## src/scd_pkg.sv

```systemverilog
// Shared types and constants for the stuck condition detector.
package scd_pkg;

  localparam int unsigned DistW   = 16;
  localparam int unsigned TimeW   = 32;
  localparam int unsigned DirW    = 3;
  localparam int unsigned LimitW  = 14;
  localparam int unsigned CfgIdxW = 3;
  localparam int unsigned CfgW    = 16;
  localparam int unsigned InTdataW  = 120;
  localparam int unsigned OutTdataW = 8;

  // Change reported when a sector reading appears or disappears.
  localparam logic [DistW-1:0] SectorGoneDelta = DistW'(10000);
  localparam logic [2:0]       BoxedCount      = 3'd3;

  typedef enum logic [DirW-1:0] {
    DIR_IDLE  = 3'd0,
    DIR_FWD   = 3'd1,
    DIR_ARC_L = 3'd2,
    DIR_ARC_R = 3'd3,
    DIR_REV   = 3'd4,
    DIR_SPIN_L = 3'd5,
    DIR_SPIN_R = 3'd6,
    DIR_OTHER = 3'd7
  } dir_t;

  typedef enum logic [CfgIdxW-1:0] {
    REG_NEAR_FRONT    = 3'd0,
    REG_NEAR_REAR     = 3'd1,
    REG_NEAR_SIDE     = 3'd2,
    REG_CHANGE_LIMIT  = 3'd3,
    REG_DETECT_WINDOW = 3'd4
  } reg_idx_t;

  typedef struct packed {
    logic [DistW-1:0]  near_front_mm;
    logic [DistW-1:0]  near_rear_mm;
    logic [DistW-1:0]  near_side_mm;
    logic [LimitW-1:0] change_limit_mm;
    logic [DistW-1:0]  detect_window_ms;
  } cfg_t;

  typedef struct packed {
    logic [TimeW-1:0] now_ms;
    logic [DistW-1:0] right_nearest_mm;
    logic [DistW-1:0] left_nearest_mm;
    logic [DistW-1:0] rear_nearest_mm;
    logic [DistW-1:0] contact_nearest_mm;
    logic [DistW-1:0] front_nearest_mm;
    logic [DirW-1:0]  drive_dir;
    logic             auto_mode;
    logic             scan_fresh;
  } scan_t;

  typedef struct packed {
    logic             armed;
    logic [DirW-1:0]  base_dir;
    logic [TimeW-1:0] base_time;
    logic [DistW-1:0] base_front;
    logic [DistW-1:0] base_rear;
    logic [DistW-1:0] base_left;
    logic [DistW-1:0] base_right;
  } base_t;

  typedef struct packed {
    logic surrounded;
    logic start_escape;
  } result_t;

  localparam base_t BaseReset = '0;

endpackage

```

## src/scd_cfg.sv

```systemverilog
// Configuration register file of the stuck condition detector.
module scd_cfg
  import scd_pkg::*;
(
  input  logic               clk,
  input  logic               rst,
  input  logic               cfg_we,
  input  logic [CfgIdxW-1:0] cfg_index,
  input  logic [CfgW-1:0]    cfg_data,
  output cfg_t               cfg
);

  always_ff @(posedge clk) begin
    if (rst) begin
      cfg.near_front_mm    <= DistW'(250);
      cfg.near_rear_mm     <= DistW'(200);
      cfg.near_side_mm     <= DistW'(150);
      cfg.change_limit_mm  <= LimitW'(40);
      cfg.detect_window_ms <= DistW'(1200);
    end else if (cfg_we) begin
      case (reg_idx_t'(cfg_index))
        REG_NEAR_FRONT:    cfg.near_front_mm    <= cfg_data;
        REG_NEAR_REAR:     cfg.near_rear_mm     <= cfg_data;
        REG_NEAR_SIDE:     cfg.near_side_mm     <= cfg_data;
        REG_CHANGE_LIMIT:  cfg.change_limit_mm  <= cfg_data[LimitW-1:0];
        REG_DETECT_WINDOW: cfg.detect_window_ms <= cfg_data;
        default: begin
        end
      endcase
    end
  end

endmodule

```

## src/scd_eval.sv

```systemverilog
// Per-scan decision logic: next baseline and result from one scan.
module scd_eval
  import scd_pkg::*;
(
  input  cfg_t    cfg,
  input  scan_t   scan,
  input  base_t   base,
  output base_t   base_next,
  output result_t result
);

  function automatic logic is_near(input logic [DistW-1:0] d, input logic [DistW-1:0] lim);
    is_near = (d != '0) && (d <= lim);
  endfunction

  function automatic logic small_change(input logic [DistW-1:0] cur,
                                        input logic [DistW-1:0] ref_d,
                                        input logic [LimitW-1:0] lim);
    logic [DistW-1:0] delta;
    if (cur == '0 && ref_d == '0) begin
      delta = '0;
    end else if (cur == '0 || ref_d == '0) begin
      delta = SectorGoneDelta;
    end else if (cur > ref_d) begin
      delta = cur - ref_d;
    end else begin
      delta = ref_d - cur;
    end
    small_change = delta <= {{(DistW-LimitW){1'b0}}, lim};
  endfunction

  logic [DistW-1:0] front;
  logic             fn, rn, ln, rtn, push, still, boxed, aged, active;
  logic [2:0]       cnt;
  logic [TimeW-1:0] age;
  base_t            fresh_base;

  always_comb begin
    // A zero front reading falls back to the close-contact sensor.
    front = (scan.front_nearest_mm != '0) ? scan.front_nearest_mm
                                          : scan.contact_nearest_mm;
    fn  = is_near(front, cfg.near_front_mm);
    rn  = is_near(scan.rear_nearest_mm, cfg.near_rear_mm);
    ln  = is_near(scan.left_nearest_mm, cfg.near_side_mm);
    rtn = is_near(scan.right_nearest_mm, cfg.near_side_mm);
    cnt = {2'b00, fn} + {2'b00, rn} + {2'b00, ln} + {2'b00, rtn};
    boxed = cnt >= BoxedCount;

    age  = scan.now_ms - base.base_time;
    aged = age >= {{(TimeW-DistW){1'b0}}, cfg.detect_window_ms};

    case (dir_t'(scan.drive_dir))
      DIR_FWD, DIR_ARC_L, DIR_ARC_R: push = fn;
      DIR_REV:                       push = rn;
      default:                       push = 1'b0;
    endcase

    still = small_change(front, base.base_front, cfg.change_limit_mm) &&
            small_change(scan.rear_nearest_mm, base.base_rear, cfg.change_limit_mm) &&
            small_change(scan.left_nearest_mm, base.base_left, cfg.change_limit_mm) &&
            small_change(scan.right_nearest_mm, base.base_right, cfg.change_limit_mm);

    active = scan.scan_fresh && scan.auto_mode && (scan.drive_dir != DIR_IDLE);

    fresh_base.armed      = 1'b1;
    fresh_base.base_dir   = scan.drive_dir;
    fresh_base.base_time  = scan.now_ms;
    fresh_base.base_front = front;
    fresh_base.base_rear  = scan.rear_nearest_mm;
    fresh_base.base_left  = scan.left_nearest_mm;
    fresh_base.base_right = scan.right_nearest_mm;

    result = '0;
    if (!active) begin
      base_next = BaseReset;
    end else if (!base.armed || base.base_dir != scan.drive_dir) begin
      base_next = fresh_base;
    end else if (!aged) begin
      base_next = base;
    end else if (boxed || (push && still)) begin
      result.start_escape = 1'b1;
      result.surrounded   = boxed;
      base_next           = BaseReset;
    end else begin
      base_next = fresh_base;
    end
  end

endmodule

```

## src/stuck_condition_detector_top.sv

```systemverilog
// Top level of the stuck condition detector: stream ports, registers, state.
// An accepted scan is held in the scan register; its result loads into the
// result register once that register is free or its result is being taken.
// Throughput: one scan per cycle while m_tready stays high. The baseline is
// written in the same cycle a scan is evaluated; no bubble for the next scan.
// Reset: synchronous; clears both stream stages, disarms the baseline and
// loads the default thresholds.
module stuck_condition_detector_top
  import scd_pkg::*;
(
  input  logic                 clk,
  input  logic                 rst,
  input  logic                 s_tvalid,
  output logic                 s_tready,
  // Fields from bit 0: scan_fresh, auto_mode, drive_dir[2:0], front_nearest_mm,
  // contact_nearest_mm, rear_nearest_mm, left_nearest_mm, right_nearest_mm,
  // now_ms[31:0], zero fill.
  input  logic [InTdataW-1:0]  s_tdata,
  output logic                 m_tvalid,
  input  logic                 m_tready,
  // Fields from bit 0: start_escape, surrounded, zero fill.
  output logic [OutTdataW-1:0] m_tdata,
  input  logic                 cfg_we,
  input  logic [CfgIdxW-1:0]   cfg_index,
  input  logic [CfgW-1:0]      cfg_data
);

  cfg_t    cfg;
  scan_t   scan;
  logic    scan_valid;
  base_t   base, base_next;
  result_t result, out_result;
  logic    fire;

  scd_cfg u_cfg (
    .clk       (clk),
    .rst       (rst),
    .cfg_we    (cfg_we),
    .cfg_index (cfg_index),
    .cfg_data  (cfg_data),
    .cfg       (cfg)
  );

  scd_eval u_eval (
    .cfg       (cfg),
    .scan      (scan),
    .base      (base),
    .base_next (base_next),
    .result    (result)
  );

  // A held scan is evaluated once the result register can take its result.
  assign fire     = scan_valid && (!m_tvalid || m_tready);
  assign s_tready = !scan_valid || fire;

  always_ff @(posedge clk) begin
    if (rst) begin
      scan_valid <= 1'b0;
    end else if (s_tvalid && s_tready) begin
      scan_valid <= 1'b1;
    end else if (fire) begin
      scan_valid <= 1'b0;
    end
  end

  always_ff @(posedge clk) begin
    if (s_tvalid && s_tready) begin
      scan <= s_tdata[$bits(scan_t)-1:0];
    end
  end

  always_ff @(posedge clk) begin
    if (rst) begin
      base <= BaseReset;
    end else if (fire) begin
      base <= base_next;
    end
  end

  always_ff @(posedge clk) begin
    if (rst) begin
      m_tvalid <= 1'b0;
    end else if (fire) begin
      m_tvalid <= 1'b1;
    end else if (m_tready) begin
      m_tvalid <= 1'b0;
    end
  end

  always_ff @(posedge clk) begin
    if (fire) begin
      out_result <= result;
    end
  end

  assign m_tdata = {{(OutTdataW-2){1'b0}}, out_result.surrounded, out_result.start_escape};

endmodule

```

## config.mk

```make
export PLATFORM = sky130hd
export DESIGN_NAME = stuck_condition_detector_top
export DESIGN_NICKNAME = d
export VERILOG_FILES = /design/src/scd_pkg.sv /design/src/scd_cfg.sv /design/src/scd_eval.sv /design/src/stuck_condition_detector_top.sv
export SDC_FILE = /design/constraint.sdc
export NUM_CORES = 1
export LEC_CHECK = 0
export BUFFER_PORTS_ARGS = -buffer_cell sky130_fd_sc_hd__buf_2
export CAP_MARGIN = 10
export CORE_MARGIN = 2
export CORE_UTILIZATION = 55
export CTS_CLUSTER_SIZE = 28
export DETAILED_ROUTE_END_ITERATION = 7
export GPL_TIMING_DRIVEN = 1
export PLACE_DENSITY = 0.73
export SLEW_MARGIN = 10
export SYNTH_ARGS = -nofsm -noshare
export SYNTH_HDL_FRONTEND = slang
export SYNTH_HIERARCHICAL = 1
export SYNTH_SLANG_ARGS = --single-unit
```

## constraint.sdc

```tcl
create_clock -name clk -period 11.8 [get_ports clk]
set_input_delay 1.77 -clock clk [delete_from_list [all_inputs] [get_ports clk]]
set_output_delay 1.77 -clock clk [all_outputs]
set_load 0.005 [all_outputs]
```

======== After elaboration in Yosys (flattened, before gate mapping) ========
Index checks and enable logic that the tools add are counted.
operators by class
  divide/modulo/power cells ............... 0
  mux-type cells .......................... 23
  shifts and indexed selects .............. 0
  magnitude comparators ................... 14
  reductions and logical operators ........ 53
  add/subtract/negate cells ............... 12
  equality and inequality tests ........... 10
  bitwise gates (word level) .............. 3
  multipliers ............................. 0
operators with widths
  kind                                                                                 count
  100-bit 2-to-1 mux                                                                   4
  16-bit 2-to-1 mux                                                                    13
  16-bit zero test                                                                     8
  16-bit subtractor                                                                    8
  16-bit nonzero test                                                                  5
  16-bit > comparator                                                                  4
  16-bit by 14-bit <= comparator with 1-bit output                                     4
  16-bit <= comparator                                                                 4
  32-bit by 16-bit greater-or-equal comparator with 1-bit output                       1
  32-bit subtractor                                                                    1
  1-bit logical AND                                                                    16
  3-bit by 2-bit == test with 1-bit output, second input constant                      4
  2-bit AND reduction                                                                  6
  1-bit logical OR                                                                     8
  3-bit by 1-bit adder with 3-bit output                                               2
  3-bit by 1-bit == test with 1-bit output, second input constant                      2
  3-bit == test, second input constant                                                 2
  3-bit OR reduction                                                                   2
  1-bit 2-to-1 mux                                                                     5
  2-bit nonzero test                                                                   2
  4-bit OR reduction                                                                   1
  3-bit by 2-bit greater-or-equal comparator with 1-bit output, second input constant  1
  1-bit zero test                                                                      3
  3-bit zero test                                                                      1
  6 further kinds                                                                      8
word-level totals
  output and inout bits ................... 10
  memories kept ........................... 0
  register bits after elaboration ......... 299
  logic and storage cells ................. 140
  input bits .............................. 144
  bits in read-only memories .............. 0
  memory bits (writable) .................. 0
  bits in latches ......................... 0

======== Logic depth before layout (Yosys ltp) ========
Gate-level depths: netlist (run 1).
  depth after elaboration ................. 16
  gate-level depth with buffers ........... 33
  depth with buffers taken out ............ 28

======== Hierarchy ========
The synthesis (run 1) kept the hierarchy.
by module, submodules not included
  module                        area an instance (sq um)  cells an instance  times used  seq. area each (sq um)
  scd_eval                      14,800.4                  2,214              1           0.0
  stuck_condition_detector_top  8,261.7                   569                1           5,615.4
  scd_cfg                       3,140.5                   289                1           1,561.5

======== Least setup slack after synthesis (run 1) ========
Ideal clock, no wire load.
  path type ............................... input to register
  start ................................... input m_tready
  end ..................................... register, netlist name scan[0]
  path slack .............................. 3.687 ns
  path buffers ............................ 0
  stages .................................. 2
  data arrival time ....................... 7.482 ns
  library setup time ...................... 0.632 ns
  data required time ...................... 11.168 ns
  path through ............................ nor2b_4 a21oi_1
on the way
  word-level cells in the longest chain between the ends .. 4
ends and longest elaborated chain
  what                line                                text
  start: declaration  stuck_condition_detector_top.sv:20  input logic m_tready,
  1-bit logical OR    stuck_condition_detector_top.sv:53  assign fire = scan_valid && (!m_tvalid || m_tready);
  1-bit logical AND   stuck_condition_detector_top.sv:53
  1-bit logical OR    stuck_condition_detector_top.sv:54  assign s_tready = !scan_valid || fire;
  1-bit logical AND   stuck_condition_detector_top.sv:67  if (s_tvalid && s_tready) begin
No other way between the ends.
A chain may end at the register's enable or synchronous reset.

==> results of run 1 <==
[registers in the layout, indices dropped and copies added (netlist names)]
signal	flops
m_tvalid	1
scan_valid	1
u_cfg/cfg	78
base	100
m_tdata	2
scan	117
[kinds of logic after synthesis]
group                    Yosys count  share of synthesized area [%]
multiplexers                     208                           7.96
buffers and inverters            466                           7.86
AO/OA/AOI/OAI                    753                           19.8
flip-flops                       299                           27.4
AND/OR/NAND/NOR                  969                           19.8
adder cells (fa/ha/maj)          303                           14.8
other                              1                         0.0143
XOR/XNOR                          73                           2.44
[power groups by stage]
stage	Sequential (mW)	Clock, mW	Combinational, mW
final	1.17	1.09	0.959
after global routing	1.18	1.16	1.06
after CTS	1.17	1.12	0.944
after detailed placement	1.19	0	0.938
after global placement	1.19	0	0.909
after floorplan	1.17	0	0.713
[cell usage in the layout (no fill, tap or decap), types with 33 or more instances in the layout]
master     netlist  routed
nand2b_1       295     295
ha_1           293     293
inv_1          271     271
mux2i_1        206     206
nor2_1         195     195
dfxtp_1        180     180
nand2_1        176     175
a21oi_1        176     174
buf_2           28     143
edfxtp_1       119     119
o31ai_1         94      94
o21ai_0         88      88
nand4_1         85      85
a31oi_1         66      66
a21o_1          65      65
nor4_1          44      43
xnor2_1         44      43
clkbuf_16        0      38
nor2b_1         38      38
o21a_1          33      33
[path summary, 6_finish.rpt]
kind | to | slack (ns) | cells after the start
worst max-delay path | base[79] | 3.36 | 26
worst min-delay path | u_cfg/cfg[47] | 0.47 | 2
worst max register to register | base[79] | 3.36 | 26
worst min register to register | u_cfg/cfg[47] | 0.47 | 2
[routing by layer]
layer,vias to the layer above,share of wire (%),global-route usage (%)
met5,-,0.011,0
met4,2,3.7,12.0
met3,186,6.1,4.14
met2,816,46,48.3
met1,11100,44,37.8
li1,11100,-,-
[area by class of cell]
type                       instances  area, um^2  share of cell area, %
timing repair buffer             164         877                   3.13
inverter                         271        1020                   3.62
clock buffer                      53        1050                   3.73
tap                              607         759                   2.71
sequential                       299        7180                   25.6
multi-input combinational       2312       17100                   60.8
antenna                            4        10.0                 0.0357
clock inverter                    13         108                  0.383
[critical path: cells and delay by family (launching register included)]
kind	cells	cell delay, ns
compound gates	12	3.10
xor+xnor	1	0.29
fa+ha+maj	2	0.58
buf+inv	2	1.01
flops	1	0.39
mux	1	0.08
simple gates	8	2.79
==> impl_results.md, run 1 <==
* Maximum clock insertion buffer count at 3
* Sequential area share after synthesis at approximately 27%
* Net Sw Power at 1.10 mW
* Vias per std cell at 6.24
* Worst Path Required at ~12 ns
* Total GRT Usage at 29.0%
* H-tree depth at 2
* Cts bufs inserted at 36
* Largest net degree at the start of global routing at between 150 and 200
* Highest cell delay on the worst timing path at 0.75 ns
* Worst hold start: u_cfg/cfg[47]
* Wirelength, routed at 74400 um
* Final worst-path cycle share at 71.5%
* Unique masters post-synth at 89
* Worst-margin pin slew at 1.13 ns
* Max FO, Critical Path at 63
* RSZ-0062 raised after global routing: false
* First-pass GRT wire length at 118000 um
* Yosys top cell by area: ha_1
* Yosys reg bits at 299
* Row count at 79
* VDD IR max at 125 uV
* Layout cells sized above 1 at 8.35%
* Pwr Density at 115 mW/mm^2
* Yosys warnings at 6
* Core box area at 0.0468 mm^2
* Detailed placement HPWL at 53700 um
* Hold Path Class: reg -> reg
* Die Span Y at 222 um
* Pint at 2.12 mW
* Leakage at 11.6 nW
* Setup TNS at 0 ns
* Drt pass-1 iters at 6
* Syn-to-layout area delta at 7.11%
* Tot Pwr at 3.22 mW
* Worst Hold Slack at 0.474 ns
* Final min period at 8.44 ns
* Number of top-level pins at 154
* Critical path type: reg -> reg
* Maximum achievable frequency at 0.118 GHz
* Worst Setup Slack, final at between 3 and 4 ns
* Relative slew slack at 24.1%
* Post-CTS Setup Bufs at 0
* Crit start category: flop
* Crit-path slowest cell: buf_4
* Non-Filler Instances at 3723
* Clock Sinks at approximately 300
* Number of fill cells at roughly 4000
* Final hold vios at 0
* Worst slack, placed at between 3 and 4 ns
* Clock Skew at 0.0150 ns
* Die ar. at ~0.049 mm^2
* Max-slew violations at 0
* Clock power share at 33.9%
* Placed Area at 0.0269 mm^2
* Die W at around 220 um
* Final core utilization at 60.0%
* Final ANT Viol Nets at 0
* Area contributors post-synth: ha_1 14%, dfxtp_1 14%, edfxtp_1 14%, mux2i_1 7.9%, nand2b_1 7.0%
* Critical Path Start: scan[17]
* Vias in the first global route at 22700
* Cells after DPL at 3653
* Syn Inst Count at 3072
* Root Driver: clkbuf_16
* Later-pin clock latency in the skew report at 0.57 ns
* CTS tree: done
* Post-synth ARST share at 0%
* Initial Util at a little under three fifths
* Drt wl/cell at 20.0 um
* Top_reg_cell synth: dfxtp_1
* Post-Syn Area at 0.0262 mm^2
* Crit path DAT at 8.86 ns
* Number of flops mapped to enable cells by yosys at approximately 120
* Clk slew on worst S/H paths at ~0.060 ns
* Post-cts sizing count at 0
* Initial antenna violation count at 3
* Reg power frac at 36.4%
* Count leader, synth: nand2b_1
* Commonest cells post-synth: 295 x nand2b_1, 293 x ha_1, 271 x inv_1
* Crit. End Element: flop
* Placer Congestion at 0.915
* Via count at 23200
* Initial DRC Count at 2009
* Top-area cell type share of the netlist area at 14.0%
* Net Sw Frac at 34.1%
* FF-to-FF Start: scan[17]
* Status: finished clean
* Max-cap violations at 0
* Part of the power in combinational logic at between 20% and 30%
* # setup viols final at 0
* CTS Hold Bufs at 0
* Syn avg cell area at 8.53 um^2
* Drc violations at 0
* IO Port Bufs at 144
* GRT overflow at 0
* Final nets at roughly 3500
* Design area at 0.0281 mm^2
(Power assumes the default switching activity.)
==> inputs of run 2 (changes only) <==
--- a/config.mk
+++ b/config.mk
@@ -12,7 +12,7 @@
 export CTS_CLUSTER_SIZE = 28
 export DETAILED_ROUTE_END_ITERATION = 7
 export GPL_TIMING_DRIVEN = 1
-export PLACE_DENSITY = 0.73
+export PLACE_DENSITY = 0.76
 export SLEW_MARGIN = 10
 export SYNTH_ARGS = -nofsm -noshare
 export SYNTH_HDL_FRONTEND = slang
==> constraint.sdc (replaced) <==
create_clock -name clk -period 7.45 [get_ports clk]
set_input_delay 1.1175 -clock clk [delete_from_list [all_inputs] [get_ports clk]]
set_output_delay 1.1175 -clock clk [all_outputs]
set_load 0.005 [all_outputs]
==> impl_results.md, run 2 (synthesized netlist as in run 1, its figures left out) <==
* Via count at 23500 (+1.2%)
* Row count at 79 (unchanged)
* Vias per std cell at 6.29 (+0.94%)
* Die W at 222 um (unchanged)
* Setup TNS at 0 ns (unchanged)
* Initial antenna violation count at 4 (+1)
* Most flops, register: scan
* Drt pass-1 iters at 6 (unchanged)
* Crit-path slowest cell: or4_1
* Initial Util at 56.0% (unchanged)
* RSZ-0062 raised after global routing: false
* Clk slew on worst S/H paths at 0.06 ns (about the same)
* CTS Hold Bufs at 0 (unchanged)
* Highest cell delay on the worst timing path at 0.53 ns (-0.22 ns)
* Syn-to-layout area delta at 7.96%
* Relative slew slack at 10.4% (-14 points)
* Number of top-level pins at 154 (unchanged)
* Die ar. at 0.0494 mm^2 (unchanged)
* Maximum achievable frequency at 0.140 GHz (+18%)
* Initial DRC Count at 2175 (+8.3%)
* IO Port Bufs at 144 (unchanged)
* Final worst-path cycle share at 95.8% (+24 points)
* Drc violations at 0 (unchanged)
* Worst Path Required at 7.88 ns (-4.34 ns)
* VDD IR max at 205 uV (+65%)
* Root Driver: clkbuf_16
* Clock Skew at 0.0197 ns (+0.00477 ns)
* Net Sw Frac at 33.8% (-0.28 points)
* Final nets at 3542 (+0.31%)
* Largest register FFs at 117 (unchanged)
* Detailed placement HPWL at 54700 um (+1.9%)
* Max-cap violations at 0 (unchanged)
* Final hold vios at 0 (unchanged)
* Core box area at 0.0468 mm^2 (unchanged)
* Most frequent cells in the layout: 295 x nand2b_1, 293 x ha_1, 271 x inv_1, 206 x mux2i_1, 195 x nor2_1
* Maximum clock insertion buffer count at 3 (unchanged)
* Clock Sinks at 299 (unchanged)
* GRT overflow at 0 (unchanged)
* Crit path DAT at 7.56 ns (-1.30 ns)
* Max-slew violations at 0 (unchanged)
* Pint at 3.47 mW (+63%)
* Leading cell type in the layout, fill and taps excluded: nand2b_1
* Part of the power in combinational logic at 30.0% (+0.3 points)
* Status: finished clean
* Largest net degree at the start of global routing at 213 (+20%)
* Placer Congestion at 0.957 (+4.6%)
* # setup viols final at 0 (unchanged)
* Clock power share at 34.6% (+0.7 points)
* Vias in the first global route at 22800 (+0.31%)
* H-tree depth at 2 (unchanged)
* Hold Path Class: reg -> reg
* Cts bufs inserted at 36 (unchanged)
* Critical path type: reg -> reg
* First-pass GRT wire length at 120000 um (+1.7%)
* Total GRT Usage at 29.6% (+0.61 points)
* Wirelength, routed at 75800 um (+1.8%)
* Die Span Y at 222 um (unchanged)
* Max FO, Critical Path at 27 (-57%)
* CTS tree: done
* Register area at 0.00718 mm^2 (unchanged)
* Leakage at 11.7 nW (+0.89%)
* Worst path top cell family by delay: compound AO/OA/AOI/OAI gates
* Multi-input logic area at 0.0171 mm^2 (+0.15%)
* Crit. End Element: flop
* Reg power frac at 35.4% (-1.0 points)
* Worst Hold Slack at 0.479 ns (+0.00430 ns)
* Number of fill cells at 4024 (-0.57%)
* Net Sw Power at 1.77 mW (+61%)
* Worst-margin pin slew at 1.34 ns (+0.212 ns)
* Later-pin clock latency in the skew report at 0.57 ns (about the same)
* Worst path bufs/invs at 2 (unchanged)
* Final min period at 7.14 ns (-1.30 ns)
* Pwr Density at 185 mW/mm^2 (+61%)
* Drt wl/cell at 20.3 um (+1.6%)
* Layout cells sized above 1 at 8.90% (+0.55 points)
* Crit start category: flop
* Largest registers: scan: 117 flops, base: 100 flops, u_cfg/cfg: 78 flops
* Final ANT Viol Nets at 0 (unchanged)
## run 2: cell count changes in the layout (fill, tap and decap cells not counted), sizes merged
cell,previous run,this run
clkbuf,53,47
clkinv,7,8
clkinvlp,1,2
buf,164,175
diode,4,3
bufinv,0,3
## run 2: final timing paths
check / startpoint / end / slack, ns / cells past startpoint
max reg2reg: scan[9] / base[6] / 0.31 / 26
min reg2reg: base[99] / base[99] / 0.48 / 2
min: base[99] / base[99] / 0.48 / 2
max: scan[9] / base[6] / 0.31 / 26
## run 2: tightest hold or removal path: stages (launching register included)
cell      delay [ns]
dfxtp_1         0.31
nand2b_1        0.06
mux2i_1         0.06
## run 2: stage by stage
step	cell area [um^2]	worst slack (ns)	total power [mW]	util (%)	std cells
after floorplan	26200	1.12	2.99	-	3077
after CTS	28300	0.394	5.24	60.4	3729
after global placement	27100	0.490	3.37	57.9	3664
after global routing	28300	0.0619	5.48	60.5	3730
after detailed placement	27100	0.436	3.42	57.9	3664
final	28300	0.312	5.24	60.5	3732
## run 2: power by group through the flow
stage / clock network, mW / logic (mW) / registers (mW)
6_report: 1.82 / 1.57 / 1.85
5_1_grt: 1.90 / 1.72 / 1.86
4_1_cts: 1.85 / 1.54 / 1.85
3_5_place_dp: 0 / 1.53 / 1.89
3_3_place_gp: 0 / 1.48 / 1.88
2_1_floorplan: 0 / 1.13 / 1.86
## run 2: final cells by class
class	count	share of cell area, %
tap	607	2.68
sequential	299	25.4
clock buffer	47	3.53
antenna	3	0.0265
clock inverter	18	0.699
inverter	271	3.60
multi-input combinational	2312	60.4
timing repair buffer	175	3.66
## run 2: layer usage
metal  GRT usage (%)  wire length, um
met5               0               16
met4            11.6             2560
met3            3.95             5680
met2            48.7            34600
met1            39.5            32900
## run 2: what timing repair did
action                     CTS  global route
setup endpoints to repair    0            42
resized for setup            0             3
setup buffers                0             0
